File: config.mk
export PLATFORM = sky130hd
export DESIGN_NAME = gregorian_date_add_days
export DESIGN_NICKNAME = d
export VERILOG_FILES = /design/src/design/gdad_pkg.sv /design/src/design/gdad_csr.sv /design/src/design/gdad_ctrl.sv /design/src/design/gdad_dp.sv /design/src/design/gregorian_date_add_days.sv
export SDC_FILE = /design/constraint.sdc
export NUM_CORES = 1
export LEC_CHECK = 0
export ABC_AREA = 1
export BUFFER_PORTS_ARGS = -buffer_cell sky130_fd_sc_hd__buf_2
export CAP_MARGIN = 20
export CELL_PAD_IN_SITES_DETAIL_PLACEMENT = 0
export CELL_PAD_IN_SITES_GLOBAL_PLACEMENT = 1
export CORE_ASPECT_RATIO = 2
export CORE_MARGIN = 5
export CORE_UTILIZATION = 47
export DETAILED_ROUTE_END_ITERATION = 12
export PLACE_DENSITY = 0.93
export SLEW_MARGIN = 20
export SYNTH_ARGS = -nofsm -noshare
export SYNTH_HDL_FRONTEND = slang
export SYNTH_SLANG_ARGS = --single-unit
File: constraint.sdc
create_clock -name clock -period 5.6 [get_ports clock]
set_input_delay 0.84 -clock clock [delete_from_list [all_inputs] [get_ports clock]]
set_output_delay 0.84 -clock clock [all_outputs]
set_load 0.05 [all_outputs]
File: src/design/gdad_pkg.sv
// Package for the Gregorian date adder: shared types, codes and calendar helpers.
// No dependencies; used by every module of the block.
`timescale 1ns / 1ps

package gdad_pkg;

   localparam int YEAR_W  = 12;
   localparam int MONTH_W = 4;
   localparam int DAY_W   = 5;
   localparam int DAYS_W  = 12;
   localparam int STS_W   = 3;
   localparam int CSR_IDX_W = 1;

   // config register indexes
   localparam logic [CSR_IDX_W-1:0] CSR_MIN_YEAR = 1'b0;
   localparam logic [CSR_IDX_W-1:0] CSR_MAX_YEAR = 1'b1;

   localparam logic [YEAR_W-1:0] MIN_YEAR_RST = 12'd1601;
   localparam logic [YEAR_W-1:0] MAX_YEAR_RST = 12'd3000;

   // result status codes
   localparam logic [STS_W-1:0] STS_OK        = 3'd0;
   localparam logic [STS_W-1:0] STS_BAD_YEAR  = 3'd1;
   localparam logic [STS_W-1:0] STS_BAD_MONTH = 3'd2;
   localparam logic [STS_W-1:0] STS_BAD_DAY   = 3'd3;
   localparam logic [STS_W-1:0] STS_PAST_MAX  = 3'd4;

   localparam logic [MONTH_W-1:0] MONTH_JAN = 4'd1;
   localparam logic [MONTH_W-1:0] MONTH_FEB = 4'd2;
   localparam logic [MONTH_W-1:0] MONTH_APR = 4'd4;
   localparam logic [MONTH_W-1:0] MONTH_JUN = 4'd6;
   localparam logic [MONTH_W-1:0] MONTH_SEP = 4'd9;
   localparam logic [MONTH_W-1:0] MONTH_NOV = 4'd11;
   localparam logic [MONTH_W-1:0] MONTH_DEC = 4'd12;

   // floor(y / 25) = (y * DIV25_MUL) >> DIV25_SHIFT, exact for 12-bit y
   localparam int DIV25_SHIFT = 15;
   localparam logic [10:0] DIV25_MUL = 11'd1311;
   localparam int QUOT_W = 8;
   localparam int MOD25_W = 5;
   localparam logic [MOD25_W-1:0] MOD25_LAST = 5'd24;

   typedef enum logic [2:0] {
      S_IDLE,
      S_DIV,
      S_CHECK,
      S_WALK,
      S_DONE
   } state_type;

   typedef struct packed {
      logic load;
      logic div;
      logic check;
      logic step;
      logic out_load;
   } cmd_type;

   typedef struct packed {
      logic walk_done;
   } sts_type;

   // leap: divisible by 4 and (not by 25, or by 16) -- same as the 4/100/400 rule
   function automatic logic is_leap(input logic [YEAR_W-1:0] year,
                                    input logic [MOD25_W-1:0] mod25);
      is_leap = (year[1:0] == 2'b00) && ((mod25 != '0) || (year[3:0] == 4'b0000));
   endfunction

   function automatic logic [DAY_W-1:0] month_len(input logic [MONTH_W-1:0] month,
                                                  input logic leap);
      logic [DAY_W-1:0] len;
      case (month)
         MONTH_APR, MONTH_JUN, MONTH_SEP, MONTH_NOV: len = 5'd30;
         MONTH_FEB: len = leap ? 5'd29 : 5'd28;
         default:   len = 5'd31;
      endcase
      return len;
   endfunction

endpackage

File: src/design/gdad_csr.sv
// Configuration registers (year bounds) of the Gregorian date adder.
// Depends on gdad_pkg.
`timescale 1ns / 1ps

module gdad_csr (
   input  logic                           clock,
   input  logic                           reset,
   input  logic                           csr_valid,
   output logic                           csr_ready,
   input  logic [gdad_pkg::CSR_IDX_W-1:0] csr_index,
   input  logic [gdad_pkg::YEAR_W-1:0]    csr_wdata,
   output logic [gdad_pkg::YEAR_W-1:0]    min_year,
   output logic [gdad_pkg::YEAR_W-1:0]    max_year
);
   import gdad_pkg::*;

   logic [YEAR_W-1:0] min_year_ff, min_year_in;
   logic [YEAR_W-1:0] max_year_ff, max_year_in;

   assign csr_ready = 1'b1;

   always_comb begin
      min_year_in = min_year_ff;
      max_year_in = max_year_ff;
      if (csr_valid) begin
         case (csr_index)
            CSR_MIN_YEAR: min_year_in = csr_wdata;
            CSR_MAX_YEAR: max_year_in = csr_wdata;
            default: ;
         endcase
      end
   end

   always_ff @(posedge clock) begin
      if (reset) begin
         min_year_ff <= MIN_YEAR_RST;
         max_year_ff <= MAX_YEAR_RST;
      end else begin
         min_year_ff <= min_year_in;
         max_year_ff <= max_year_in;
      end
   end

   assign min_year = min_year_ff;
   assign max_year = max_year_ff;

endmodule

File: src/design/gdad_ctrl.sv
// Controller state machine of the Gregorian date adder.
// Depends on gdad_pkg; drives the datapath through cmd_type, reads sts_type.
`timescale 1ns / 1ps

module gdad_ctrl (
   input  logic              clock,
   input  logic              reset,
   input  logic              req_valid,
   output logic              req_stall,
   output logic              rsp_valid,
   input  logic              rsp_stall,
   output gdad_pkg::cmd_type cmd,
   input  gdad_pkg::sts_type sts
);
   import gdad_pkg::*;

   state_type state_ff, state_in;
   logic      rsp_valid_ff, rsp_valid_in;

   always_ff @(posedge clock) begin
      if (reset) begin
         state_ff     <= S_IDLE;
         rsp_valid_ff <= 1'b0;
      end else begin
         state_ff     <= state_in;
         rsp_valid_ff <= rsp_valid_in;
      end
   end

   always_comb begin
      state_in     = state_ff;
      rsp_valid_in = rsp_valid_ff && rsp_stall;
      cmd          = '0;
      case (state_ff)
         S_IDLE: begin
            if (req_valid) begin
               cmd.load = 1'b1;
               state_in = S_DIV;
            end
         end
         S_DIV: begin
            cmd.div  = 1'b1;
            state_in = S_CHECK;
         end
         S_CHECK: begin
            cmd.check = 1'b1;
            state_in  = S_WALK;
         end
         S_WALK: begin
            if (sts.walk_done) begin
               state_in = S_DONE;
            end else begin
               cmd.step = 1'b1;
            end
         end
         S_DONE: begin
            // output slot free or draining this cycle
            if (!rsp_valid_ff || !rsp_stall) begin
               cmd.out_load = 1'b1;
               rsp_valid_in = 1'b1;
               state_in     = S_IDLE;
            end
         end
         default: state_in = S_IDLE;
      endcase
   end

   assign req_stall = (state_ff != S_IDLE);
   assign rsp_valid = rsp_valid_ff;

endmodule

File: src/design/gdad_dp.sv
// Datapath of the Gregorian date adder: date check, month walk, output register.
// Depends on gdad_pkg; sequenced by gdad_ctrl.
`timescale 1ns / 1ps

module gdad_dp (
   input  logic                         clock,
   input  gdad_pkg::cmd_type            cmd,
   output gdad_pkg::sts_type            sts,
   input  logic [gdad_pkg::YEAR_W-1:0]  min_year,
   input  logic [gdad_pkg::YEAR_W-1:0]  max_year,
   input  logic [gdad_pkg::YEAR_W-1:0]  req_start_year,
   input  logic [gdad_pkg::MONTH_W-1:0] req_start_month,
   input  logic [gdad_pkg::DAY_W-1:0]   req_start_day,
   input  logic [gdad_pkg::DAYS_W-1:0]  req_days_to_add,
   output logic [gdad_pkg::YEAR_W-1:0]  rsp_result_year,
   output logic [gdad_pkg::MONTH_W-1:0] rsp_result_month,
   output logic [gdad_pkg::DAY_W-1:0]   rsp_result_day,
   output logic [gdad_pkg::STS_W-1:0]   rsp_status
);
   import gdad_pkg::*;

   localparam int PROD_W = YEAR_W + 11;

   logic [YEAR_W-1:0]  year_ff, year_in;
   logic [MONTH_W-1:0] month_ff, month_in;
   logic [DAY_W-1:0]   day_ff, day_in;
   logic [DAYS_W-1:0]  rem_ff, rem_in;
   logic [QUOT_W-1:0]  quot_ff, quot_in;
   logic [MOD25_W-1:0] mod25_ff, mod25_in;
   logic [STS_W-1:0]   status_ff, status_in;

   logic [YEAR_W-1:0]  out_year_ff;
   logic [MONTH_W-1:0] out_month_ff;
   logic [DAY_W-1:0]   out_day_ff;
   logic [STS_W-1:0]   out_status_ff;

   logic [PROD_W-1:0]  prod;
   logic [YEAR_W-1:0]  quot_x25;
   logic [YEAR_W-1:0]  rem25_wide;
   logic [MOD25_W-1:0] rem25;
   logic [DAY_W-1:0]   chk_len;
   logic [DAY_W-1:0]   walk_len;
   logic [DAYS_W:0]    day_sum;
   logic [DAY_W:0]     used;
   logic [YEAR_W:0]    year_inc;

   // y / 25 by reciprocal multiply, registered before use
   assign prod = PROD_W'(year_ff) * PROD_W'(DIV25_MUL);

   // y mod 25 = y - 25 * q, q * 25 as shift-add
   assign quot_x25   = (YEAR_W'(quot_ff) << 4) + (YEAR_W'(quot_ff) << 3) + YEAR_W'(quot_ff);
   assign rem25_wide = year_ff - quot_x25;
   assign rem25      = rem25_wide[MOD25_W-1:0];

   assign chk_len  = month_len(month_ff, is_leap(year_ff, rem25));
   assign walk_len = month_len(month_ff, is_leap(year_ff, mod25_ff));
   assign day_sum  = (DAYS_W+1)'(rem_ff) + (DAYS_W+1)'(day_ff);
   assign used     = (DAY_W+1)'(walk_len) - (DAY_W+1)'(day_ff) + (DAY_W+1)'(1);
   assign year_inc = (YEAR_W+1)'(year_ff) + (YEAR_W+1)'(1);

   assign sts.walk_done = (rem_ff == '0) || (status_ff != STS_OK);

   always_comb begin
      year_in   = year_ff;
      month_in  = month_ff;
      day_in    = day_ff;
      rem_in    = rem_ff;
      quot_in   = quot_ff;
      mod25_in  = mod25_ff;
      status_in = status_ff;
      if (cmd.load) begin
         year_in   = req_start_year;
         month_in  = req_start_month;
         day_in    = req_start_day;
         rem_in    = req_days_to_add;
         status_in = STS_OK;
      end
      if (cmd.div) begin
         quot_in = prod[DIV25_SHIFT +: QUOT_W];
      end
      if (cmd.check) begin
         mod25_in = rem25;
         if (year_ff < min_year || year_ff > max_year) begin
            status_in = STS_BAD_YEAR;
         end else if (month_ff < MONTH_JAN || month_ff > MONTH_DEC) begin
            status_in = STS_BAD_MONTH;
         end else if (day_ff == '0 || day_ff > chk_len) begin
            status_in = STS_BAD_DAY;
         end
         // rejected dates report an all-zero date
         if (status_in != STS_OK) begin
            year_in  = '0;
            month_in = '0;
            day_in   = '0;
         end
      end
      if (cmd.step) begin
         if (day_sum > (DAYS_W+1)'(walk_len)) begin
            // finish this month, move to day 1 of the next
            rem_in = rem_ff - DAYS_W'(used);
            day_in = DAY_W'(1);
            if (month_ff != MONTH_DEC) begin
               month_in = month_ff + MONTH_W'(1);
            end else begin
               month_in = MONTH_JAN;
               year_in  = year_inc[YEAR_W-1:0];
               mod25_in = (mod25_ff == MOD25_LAST) ? '0 : mod25_ff + MOD25_W'(1);
               if (year_inc > (YEAR_W+1)'(max_year)) begin
                  status_in = STS_PAST_MAX;
               end
            end
         end else begin
            day_in = day_sum[DAY_W-1:0];
            rem_in = '0;
         end
      end
   end

   always_ff @(posedge clock) begin
      year_ff   <= year_in;
      month_ff  <= month_in;
      day_ff    <= day_in;
      rem_ff    <= rem_in;
      quot_ff   <= quot_in;
      mod25_ff  <= mod25_in;
      status_ff <= status_in;
      if (cmd.out_load) begin
         out_year_ff   <= year_ff;
         out_month_ff  <= month_ff;
         out_day_ff    <= day_ff;
         out_status_ff <= status_ff;
      end
   end

   assign rsp_result_year  = out_year_ff;
   assign rsp_result_month = out_month_ff;
   assign rsp_result_day   = out_day_ff;
   assign rsp_status       = out_status_ff;

endmodule

File: src/design/gregorian_date_add_days.sv
// Gregorian date adder: adds a day count to a checked start date, one month per cycle.
// An item is taken when req_valid is high and req_stall low; the beat
// then passes through a load, the divide-by-25 multiply, the date check,
// one step per month walked, a step to see the walk end and a move of
// the result into the output register. The month walk dominates the time
// taken. A result waits in the output register until rsp_stall is low,
// while the next beat may already be in work. Status: 0 ok, 1 year outside
// min_year..max_year, 2 month outside 1..12, 3 day outside the month, 4 walk
// ran past max_year (result is January 1 of max_year + 1, wrapped to 12
// bits). Rejected dates give an all-zero date. Year bounds are written
// through the csr port; the user must write them only while idle, as the
// block itself does not enforce it.
// Depends on gdad_pkg, gdad_csr, gdad_ctrl and gdad_dp.
`timescale 1ns / 1ps

module gregorian_date_add_days (
   input  logic                           clock,
   input  logic                           reset,
   // configuration writes
   input  logic                           csr_valid,
   output logic                           csr_ready,
   input  logic [gdad_pkg::CSR_IDX_W-1:0] csr_index,
   input  logic [gdad_pkg::YEAR_W-1:0]    csr_wdata,
   // request beat
   input  logic                           req_valid,
   output logic                           req_stall,
   input  logic [gdad_pkg::YEAR_W-1:0]    req_start_year,
   input  logic [gdad_pkg::MONTH_W-1:0]   req_start_month,
   input  logic [gdad_pkg::DAY_W-1:0]     req_start_day,
   input  logic [gdad_pkg::DAYS_W-1:0]    req_days_to_add,
   // response beat
   output logic                           rsp_valid,
   input  logic                           rsp_stall,
   output logic [gdad_pkg::YEAR_W-1:0]    rsp_result_year,
   output logic [gdad_pkg::MONTH_W-1:0]   rsp_result_month,
   output logic [gdad_pkg::DAY_W-1:0]     rsp_result_day,
   output logic [gdad_pkg::STS_W-1:0]     rsp_status
);
   import gdad_pkg::*;

   logic [YEAR_W-1:0] min_year;
   logic [YEAR_W-1:0] max_year;
   cmd_type           cmd;
   sts_type           sts;

   // year bounds
   gdad_csr u_csr (
      .clock     (clock),
      .reset     (reset),
      .csr_valid (csr_valid),
      .csr_ready (csr_ready),
      .csr_index (csr_index),
      .csr_wdata (csr_wdata),
      .min_year  (min_year),
      .max_year  (max_year)
   );

   // sequencing: load, divide, check, walk, hand off
   gdad_ctrl u_ctrl (
      .clock     (clock),
      .reset     (reset),
      .req_valid (req_valid),
      .req_stall (req_stall),
      .rsp_valid (rsp_valid),
      .rsp_stall (rsp_stall),
      .cmd       (cmd),
      .sts       (sts)
   );

   // working date registers, month stepper and output register
   gdad_dp u_dp (
      .clock            (clock),
      .cmd              (cmd),
      .sts              (sts),
      .min_year         (min_year),
      .max_year         (max_year),
      .req_start_year   (req_start_year),
      .req_start_month  (req_start_month),
      .req_start_day    (req_start_day),
      .req_days_to_add  (req_days_to_add),
      .rsp_result_year  (rsp_result_year),
      .rsp_result_month (rsp_result_month),
      .rsp_result_day   (rsp_result_day),
      .rsp_status       (rsp_status)
   );

`ifndef SYNTHESIS
   // one beat in work at a time: after a take, the input stalls
   a_busy_after_take: assert property (@(posedge clock) disable iff (reset)
      (req_valid && !req_stall) |=> req_stall)
      else $error("request taken while previous beat still in work");

   // rejected dates carry an all-zero date
   a_bad_zero: assert property (@(posedge clock) disable iff (reset)
      (rsp_valid && (rsp_status == STS_BAD_YEAR || rsp_status == STS_BAD_MONTH ||
                     rsp_status == STS_BAD_DAY))
      |-> (rsp_result_year == '0 && rsp_result_month == '0 && rsp_result_day == '0))
      else $error("rejected date with nonzero result fields");

   // good results are real calendar positions
   a_ok_range: assert property (@(posedge clock) disable iff (reset)
      (rsp_valid && rsp_status == STS_OK)
      |-> (rsp_result_month >= MONTH_JAN && rsp_result_month <= MONTH_DEC &&
           rsp_result_day != '0))
      else $error("ok result outside calendar range");

   // past-max results land on January 1
   a_past_max: assert property (@(posedge clock) disable iff (reset)
      (rsp_valid && rsp_status == STS_PAST_MAX)
      |-> (rsp_result_month == MONTH_JAN && rsp_result_day == DAY_W'(1)))
      else $error("past-max result not on January 1");
`endif

endmodule
* Yosys cells after proc, flatten, opt, wreduce, memory -nomap -nowiden *
Cells that the tools add are included.
Widths: inputs -> output; s select.

storage, ports and cells
  output and inout port bits = 27
  bits of input ports = 51
  logic and storage cells = 128
  bits in registers = 98

cells by class
  add/sub/neg operators = 10
  reduce and logical (&&, ||, !) cells = 27
  multiplexer cells = 53
  order comparisons = 7
  multipliers = 1
  equal/unequal tests = 14
  bitwise operators = 1

operators with widths
  cell                    number
  $mux 12                 9
  $mux 5                  10
  $mux 3                  13
  $mux 4                  6
  $mul 12x11->20 const B  1
  $pmux 5 s2              2
  $pmux 3 s5              1
  $add 12x1->13 const B   1
  $add 12x5->13           1
  $gt 13x12->1            1
  $gt 13x5->1             1
  $gt 12x12->1            1
  $logic_not 12->1        1
  $lt 12x12->1            1
  $mux 1                  12
  $sub 12x6->12           1
  $add 5x5->5             2
  $reduce_bool 5->1       2
  $reduce_bool 3->1       3
  $eq 4x3->1 const B      2
  $eq 4x4->1 const B      2
  $logic_or 1x1->1        7
  $add 6x1->6 const B     1
  $eq 3x2->1 const B      2
  25 further kinds        30

* Logic depth before layout (Yosys ltp) *
Gate-level depths: netlist (run 1).

  depth after elaboration = 20
  gate-level depth with buffers = 24
  depth with buffers taken out = 23

* Cells and area by module *
A second synthesis (run 1) with hierarchy kept.

unflattened totals
  cell total of the unflattened synthesis = 1160
  area total of the unflattened synthesis = 9172.5 sq um

modules (own cells, without submodules)
  module     cells an instance  instances  seq. area each (sq um)  area each (sq um)
  gdad_dp    996                1          1811.7                  8025.2
  gdad_csr   127                1          480.5                   930.9
  gdad_ctrl  37                 1          80.1                    216.5

* Least setup slack after synthesis (run 1) *
OpenSTA, ideal clock, no wires.

  path kind = flip-flop to flip-flop
  from = reg u_dp.year_ff[10]
  to = reg u_dp.quot_ff[2] (data pin)
  stages on the path, launching flop included = 19
  arrival = 3912 ps
  data required time = 5348 ps
  buffers on the path = 0
  clock period less this slack = 4164 ps
  slack = 1436 ps
  setup time = 252 ps
  cells stage by stage = dfxtp_1 > fa_1 > ha_1 > inv_1 > fa_1 > fa_1 > inv_1 > fa_1 > ha_1 > nand2_1 > inv_1 > nand3_1 > inv_1 > a21oi_1 > nand2_1 > nand3_1 > nand2_1 > nand2_1 > nand2_1

between the ends
  longest elaborated chain between the ends = 1

RTL lines
  what                      RTL line        RTL
  start: declaration        gdad_dp.sv:24   logic [YEAR_W-1:0] year_ff, year_in;
  start signal: assignment  gdad_dp.sv:120  year_ff <= year_in;
  $mul 12x11->20            gdad_dp.sv:48   assign prod = PROD_W'(year_ff) * PROD_W'(DIV25_MUL);
  via u_dp.prod[17]         gdad_dp.sv:37   logic [PROD_W-1:0] prod;
  end signal: assignment    gdad_dp.sv:124  quot_ff <= quot_in;
  end: declaration          gdad_dp.sv:28   logic [QUOT_W-1:0] quot_ff, quot_in;

The timed path passes the listed nets, and every way through them passes these cells.
A chain may end at the register's enable or synchronous reset.

* Final worst setup path (run 1) *
  from = reg u_dp.year_ff[9]
  to = reg u_dp.quot_ff[2] (data pin)

Same word-level chain as after synthesis.

==> results of run 1 <==
cell families (layout without fill, tap and decap cells):
kind of cell             count (synthesis)  after routing  synth area share
AO/OA/AOI/OAI                          150            150            0.0922
flip-flops                              98             98             0.265
buffers and inverters                  193            273            0.0866
AND/OR/NAND/NOR                        378            378             0.192
other                                    1              1          0.000418
multiplexers                             9              9            0.0113
adder cells (fa/ha/maj)                196            196             0.311
XOR/XNOR                                42             42            0.0411
worst min path at each step:
stage,to,cells after the start,start
after floorplan,u_dp.rsp_result_month[2],0,u_dp.month_ff[2]
after detailed placement,u_dp.rsp_status[1],0,u_dp.status_ff[1]
after global placement,u_dp.rsp_status[1],0,u_dp.status_ff[1]
final,u_dp.rsp_status[1],0,u_dp.status_ff[1]
after CTS,u_dp.rsp_status[1],0,u_dp.status_ff[1]
after global routing,u_dp.rsp_status[1],0,u_dp.status_ff[1]
cells in the mapped netlist, types with 6 or more instances:
cell	number
inv_1	168
nand3_1	75
mux2_2	9
nor3_1	8
clkbuf_1	6
ha_1	151
o21ai_1	16
o21ai_0	40
nand2_1	200
edfxtp_1	41
nand4_1	11
xnor2_1	14
fa_1	45
nor2_1	50
a21oi_1	68
xor2_1	28
o211ai_1	12
dfxtp_1	57
nand3b_1	7
routing by layer:
| metal | wire length (microns) | track usage | vias to the layer above |
|---|---|---|---|
| met1 | 7810 | 0.208 | 3434 |
| met5 | 0 | 0 | - |
| li1 | - | - | 3661 |
| met2 | 14000 | 0.455 | 177 |
| met3 | 777 | 0.0320 | 79 |
| met4 | 1510 | 0.142 | 0 |
cells in the final DEF (no fill, tap or decap), types with 11 or more instances in the layout:
master and instances:
ha_1 151, dfxtp_1 57, o21ai_1 16, xnor2_1 14, fa_1 45, buf_2 76, nand2_1 200, nand4_1 11
xor2_1 28, a21oi_1 67, nor2_1 50, o21ai_0 40, nand3_1 75, inv_1 168, edfxtp_1 41, o211ai_1 12
worst max-delay path, cell delays in order (launching register included):
cell and delay (ns):
dfxtp_1 0.70, fa_1 0.53, ha_1 0.31, inv_1 0.08, fa_1 0.44, fa_1 0.55, inv_1 0.06, fa_1 0.47
ha_1 0.31, nand2_1 0.12, inv_1 0.05, nand3_1 0.09, inv_1 0.05, a21oi_1 0.15, nand2_1 0.12, nand3_1 0.10
nand2_1 0.06, nand2_1 0.07, nand2_1 0.04
sequential cells by signal, summed over array words and instances (netlist names):
name,flops
u_dp.quot_ff,5
u_dp.year_ff,12
u_dp.rsp_result_year,12
u_ctrl.rsp_valid,1
u_dp.mod25_ff,5
u_dp.rem_ff,12
u_dp.rsp_result_month,4
u_dp.day_ff,5
u_csr.min_year,12
u_dp.rsp_result_day,5
u_dp.status_ff,3
u_dp.month_ff,4
u_dp.rsp_status,3
u_csr.max_year,12
u_ctrl.state_ff,3
metrics by stage:
stage	util	setup slack (ns)
6_report	0.525	1.05
4_1_cts	0.525	1.03
2_1_floorplan	-	1.44
5_1_grt	0.525	0.809
3_3_place_gp	0.510	1.13
3_5_place_dp	0.510	1.05
layout make-up:
cell class                 instances  area, sq um
fill                            1832         8950
tap                              255          319
multi-input combinational        776         5820
sequential                        98         2370
clock buffer                       9          225
inverter                         173          649
timing repair buffer              84          440
clock inverter                     7         58.8
==> metrics.cfg, run 1 <==
[critical_path]
cp-endpoint = u_dp.quot_ff[2]
worstPathArrival_ns = 4.67
r2r_end = u_dp.quot_ff[2]
rrSetupSlack_ns = 1.05
worstSetupStartpointType = flop
reg2regPathDepth = 18
path_max_fanout = 12
end_kind = flop
r2r-start = u_dp.year_ff[9]
crit_required_ns = 5.72
critPathKind = reg -> reg
crit_start = u_dp.year_ff[9]

[final_layout]
fin_cells = 1402
area_growth_pct = 10.3
nNetsFinal = 1389
stdcell_area_sq_mm = 0.00988
drive_above_1_share = 0.122
n_antenna_cell = 0

[synth]
synth_warnings = 0
synth_top_cell_area_share = 0.211
ys_seq_elements = 98
synth_nets = 1314
synth-edff-count = 41
yosysTopAreaCell = ha_1
async_flop_share = 0
synthFlopType = dfxtp_1
syn_inst = 1067
yosysSeqAreaShare = 0.265
synth_area_leaders = ha_1, edfxtp_1, dfxtp_1
synthesis.area_sq_mm = 0.00896
syn-mean-instance-area_sq_um = 8.40
synth.distinct_cells = 48

[grt]
grt_usage = 0.228
antenna_found_initial = 0
overflow = 0
grt_pass1_wl_microns = 38700
grt_pass1_vias = 7794
grt_max_degree = 38

[place]
dp_cells = 1386
io_buffers = 76
dp_hpwl_microns = 19800
gp_congestion = 0.958
dpl-instance-area_sq_mm = 0.00960

[drt]
wl_microns = 24100
wire_per_inst_microns = 17.2
drt-initial-drc-count = 351
antenna_left = 0
vias_per_cell = 5.24
drc = 0
vias = 7351
drt_pass1_iterations = 6

[die]
coreArea_sq_mm = 0.0188
rows = 71
start_util = 0.476
pin_count = 78
dieArea_sq_mm = 0.0221
die_w_microns = 108
die_h_microns = 205

[timing]
holdWs_ns = 0.470
slew_violations = 0
hold_viol_final = 0
fin_tns_setup_ns = 0
clock-skew-final_ns = 0.00333
period_minus_slack_ns = 4.55
max_freq_mhz = 220
relSlewSlack = 0.428
worst_slew_pin_slew_ns = 0.855
setup_viol = 0
rsz0062_at_grt = false
fin_crit_sh = 0.812

[hold_path]
hp-class = reg -> reg

[clocking]
numClockSinks = 98
h-tree-depth = 3
ctsResizeCount = 0
cts_setup_buffers = 0
cts-root-buf = clkbuf_16
insertion_delay_ns = 0.36
cts_tree = done
cts_hold_buf = 0
cts_buffers = 9
clockBufferDepth = 2
clk_pin_slew_ns = 0.07

[run]
max_cap_viol_count = 0

[run_status]
status = finished, final reports clean

Power of run 1 is not shown: default switching activity piles up to over one toggle a cycle in this logic, so the estimate is an artifact.
==> run 2, diff against run 1 <==
==> constraint.sdc (replaced) <==
create_clock -name clock -period 4.2 [get_ports clock]
set_input_delay 0.63 -clock clock [delete_from_list [all_inputs] [get_ports clock]]
set_output_delay 0.63 -clock clock [all_outputs]
set_load 0.05 [all_outputs]
==> run 2 against run 1 <==
Compared with the run above:
- via count rose by 2.1%
- core utilization up 1.5 points
- worst setup slack worse by 0.94 ns
- cell area grew 2.8%
- maximum frequency is 11% higher
- sequential cell count stayed put
- critical path type unchanged
- largest cell class unchanged
==> metrics.cfg, run 2 (synthesis results as in run 1) <==
[run_status]
status = finished, final reports clean  ; unchanged

[grt]
overflow = 0  ; unchanged
antenna_found_initial = 1  ; was 0
grt_pass1_vias = 7896  ; was 7794
grt_usage = 0.228  ; about the same
grt_max_degree = 38  ; unchanged
grt_pass1_wl_microns = 38700  ; about the same

[drt]
drt-initial-drc-count = 458  ; was 351
vias_per_cell = 5.25  ; was 5.24
antenna_left = 0  ; unchanged
vias = 7509  ; was 7351
wire_per_inst_microns = 17.0  ; was 17.2 microns
drc = 0  ; unchanged
drt_pass1_iterations = 6  ; unchanged
wl_microns = 24200  ; was 24100 microns

[die]
rows = 71  ; unchanged
start_util = 0.476  ; unchanged
coreArea_sq_mm = 0.0188  ; unchanged
dieArea_sq_mm = 0.0221  ; unchanged
die_w_microns = 108  ; unchanged
die_h_microns = 205  ; unchanged
pin_count = 78  ; unchanged

[critical_path]
crit_required_ns = 4.30  ; was 5.72 ns
worstSetupStartpointType = flop  ; unchanged
r2r_end = u_dp.quot_ff[0]  ; was u_dp.quot_ff[2]
cp-endpoint = u_dp.quot_ff[0]  ; was u_dp.quot_ff[2]
slowest_stage = fa_1  ; was dfxtp_1
rrSetupSlack_ns = 0.11  ; was 1.05 ns
critPathKind = reg -> reg  ; unchanged
path_max_fanout = 7  ; was 12
reg2regPathDepth = 15  ; was 18
path_cells = buf_4 > fa_1 > ha_1 > fa_1 > ha_1 > inv_1 > fa_1 > inv_1 > ha_1 > a21oi_1 > o21bai_1 > nand2_1 > nand2_2 > buf_4 > xor2_1  ; was fa_1 > ha_1 > inv_1 > fa_1 > fa_1 > inv_1 > fa_1 > ha_1 > nand2_1 > inv_1 > nand3_1 > inv_1 > a21oi_1 > nand2_1 > nand3_1 > nand2_1 > nand2_1 > nand2_1
crit_start = u_dp.year_ff[2]  ; was u_dp.year_ff[9]
cpPeakStageDelay_ns = 0.49  ; was 0.70 ns
r2r-start = u_dp.year_ff[2]  ; was u_dp.year_ff[9]
worstPathArrival_ns = 4.19  ; was 4.67 ns
end_kind = flop  ; unchanged

[run]
max_cap_viol_count = 0  ; unchanged

[clocking]
numClockSinks = 98  ; unchanged
clockBufferDepth = 2  ; unchanged
cts_tree = done  ; unchanged
cts_hold_buf = 0  ; unchanged
h-tree-depth = 3  ; unchanged
cts-root-buf = clkbuf_16  ; unchanged
cts_buffers = 9  ; unchanged
clk_pin_slew_ns = 0.07  ; about the same
insertion_delay_ns = 0.37  ; was 0.36 ns

[timing]
relSlewSlack = 0.446  ; was 0.428
period_minus_slack_ns = 4.09  ; was 4.55 ns
fin_crit_sh = 0.974  ; was 0.812
max_freq_mhz = 245  ; was 220 MHz
hold_viol_final = 0  ; unchanged
clock-skew-final_ns = 0.0128  ; was 0.00333 ns
rsz0062_at_grt = true  ; was false
slew_violations = 0  ; unchanged
worst_slew_pin_slew_ns = 0.828  ; was 0.855 ns
setup_viol = 0  ; unchanged

[place]
io_buffers = 76  ; unchanged
dp_hpwl_microns = 20100  ; was 19800 microns
gp_congestion = 0.895  ; was 0.958
dpl-instance-area_sq_mm = 0.00980  ; was 0.00960 sq mm

[final_layout]
layout_common_cells = nand2_1, inv_1, ha_1  ; unchanged
area_growth_pct = 13.3  ; was 10.3%
mostFrequentLayoutCell = nand2_1  ; unchanged
stdcell_area_sq_mm = 0.0102  ; was 0.00988 sq mm
nNetsFinal = 1416  ; was 1389
n_antenna_cell = 0  ; unchanged
drive_above_1_share = 0.158  ; was 0.122

[hold_path]
hp-class = in -> reg  ; was reg -> reg

==> run 2: changes by cell type in the layout (fill, tap and decap cells not counted), moves of 3 or more <==
cell	previous run	this run
dfxtp_2	0	7
dfxtp_1	57	48
buf_4	8	34
nand3_2	4	7
nand3_1	75	72
==> run 2: worst min path at each step <==
| stage | startpoint | to | slack [ns] | cells past startpoint |
|---|---|---|---|---|
| floorplan | u_dp.month_ff[2] | u_dp.rsp_result_month[2] | 0.41 | 0 |
| global placement | u_dp.status_ff[1] | u_dp.rsp_status[1] | 0.45 | 0 |
| detailed placement | u_dp.status_ff[1] | u_dp.rsp_status[1] | 0.46 | 0 |
| CTS | reset | u_ctrl.state_ff[1] | 0.44 | 2 |
| global route | reset | u_ctrl.rsp_valid | 0.46 | 2 |
| finish | reset | u_ctrl.state_ff[1] | 0.45 | 2 |
==> run 2: metrics by stage <==
stage                     setup TNS, ns   util  std cells  hold slack, ns  setup WS, ns
after detailed placement              0  0.520       1411           0.460        0.0690
after global routing            -0.0437  0.539       1429           0.456       -0.0209
after global placement                0  0.520       1411           0.453         0.119
after floorplan                       0      -       1067           0.407        0.0358
after CTS                             0  0.536       1427           0.443        0.0504
final                                 0  0.539       1429           0.449         0.111
==> run 2: routing by layer <==
layer / vias to the layer above / track usage / wire [microns]
li1: 3716 / - / -
met1: 3528 / 0.207 / 7980
met2: 184 / 0.460 / 14000
met3: 81 / 0.0235 / 716
met4: 0 / 0.139 / 1510
met5: - / 0 / 0
==> run 2: timing repair <==
| item | 4_1_cts | 5_1_grt |
|---|---|---|
| buffers inserted | 0 | 2 |
| gates resized for setup | 0 | 20 |
| endpoints found under the setup margin | 0 | 9 |
==> run 2: final cells by class <==
| class | count | area [sq um] |
|---|---|---|
| timing repair buffer | 111 | 656 |
| clock buffer | 9 | 225 |
| tap | 255 | 319 |
| fill | 1815 | 8680 |
| inverter | 173 | 649 |
| multi-input combinational | 776 | 5850 |
| clock inverter | 7 | 66.3 |
| sequential | 98 | 2390 |
==> run 2: critical path: cells and delay by family (launching register included) <==
kind                     cells  cell delay, ns
flip-flops                   1            0.44
buffers and inverters        4            0.46
AO/OA/AOI/OAI                2            0.43
AND/OR/NAND/NOR              2            0.16
adder cells (fa/ha/maj)      6            2.21
XOR/XNOR                     1            0.14
Power of run 2 is left out for the same reason.
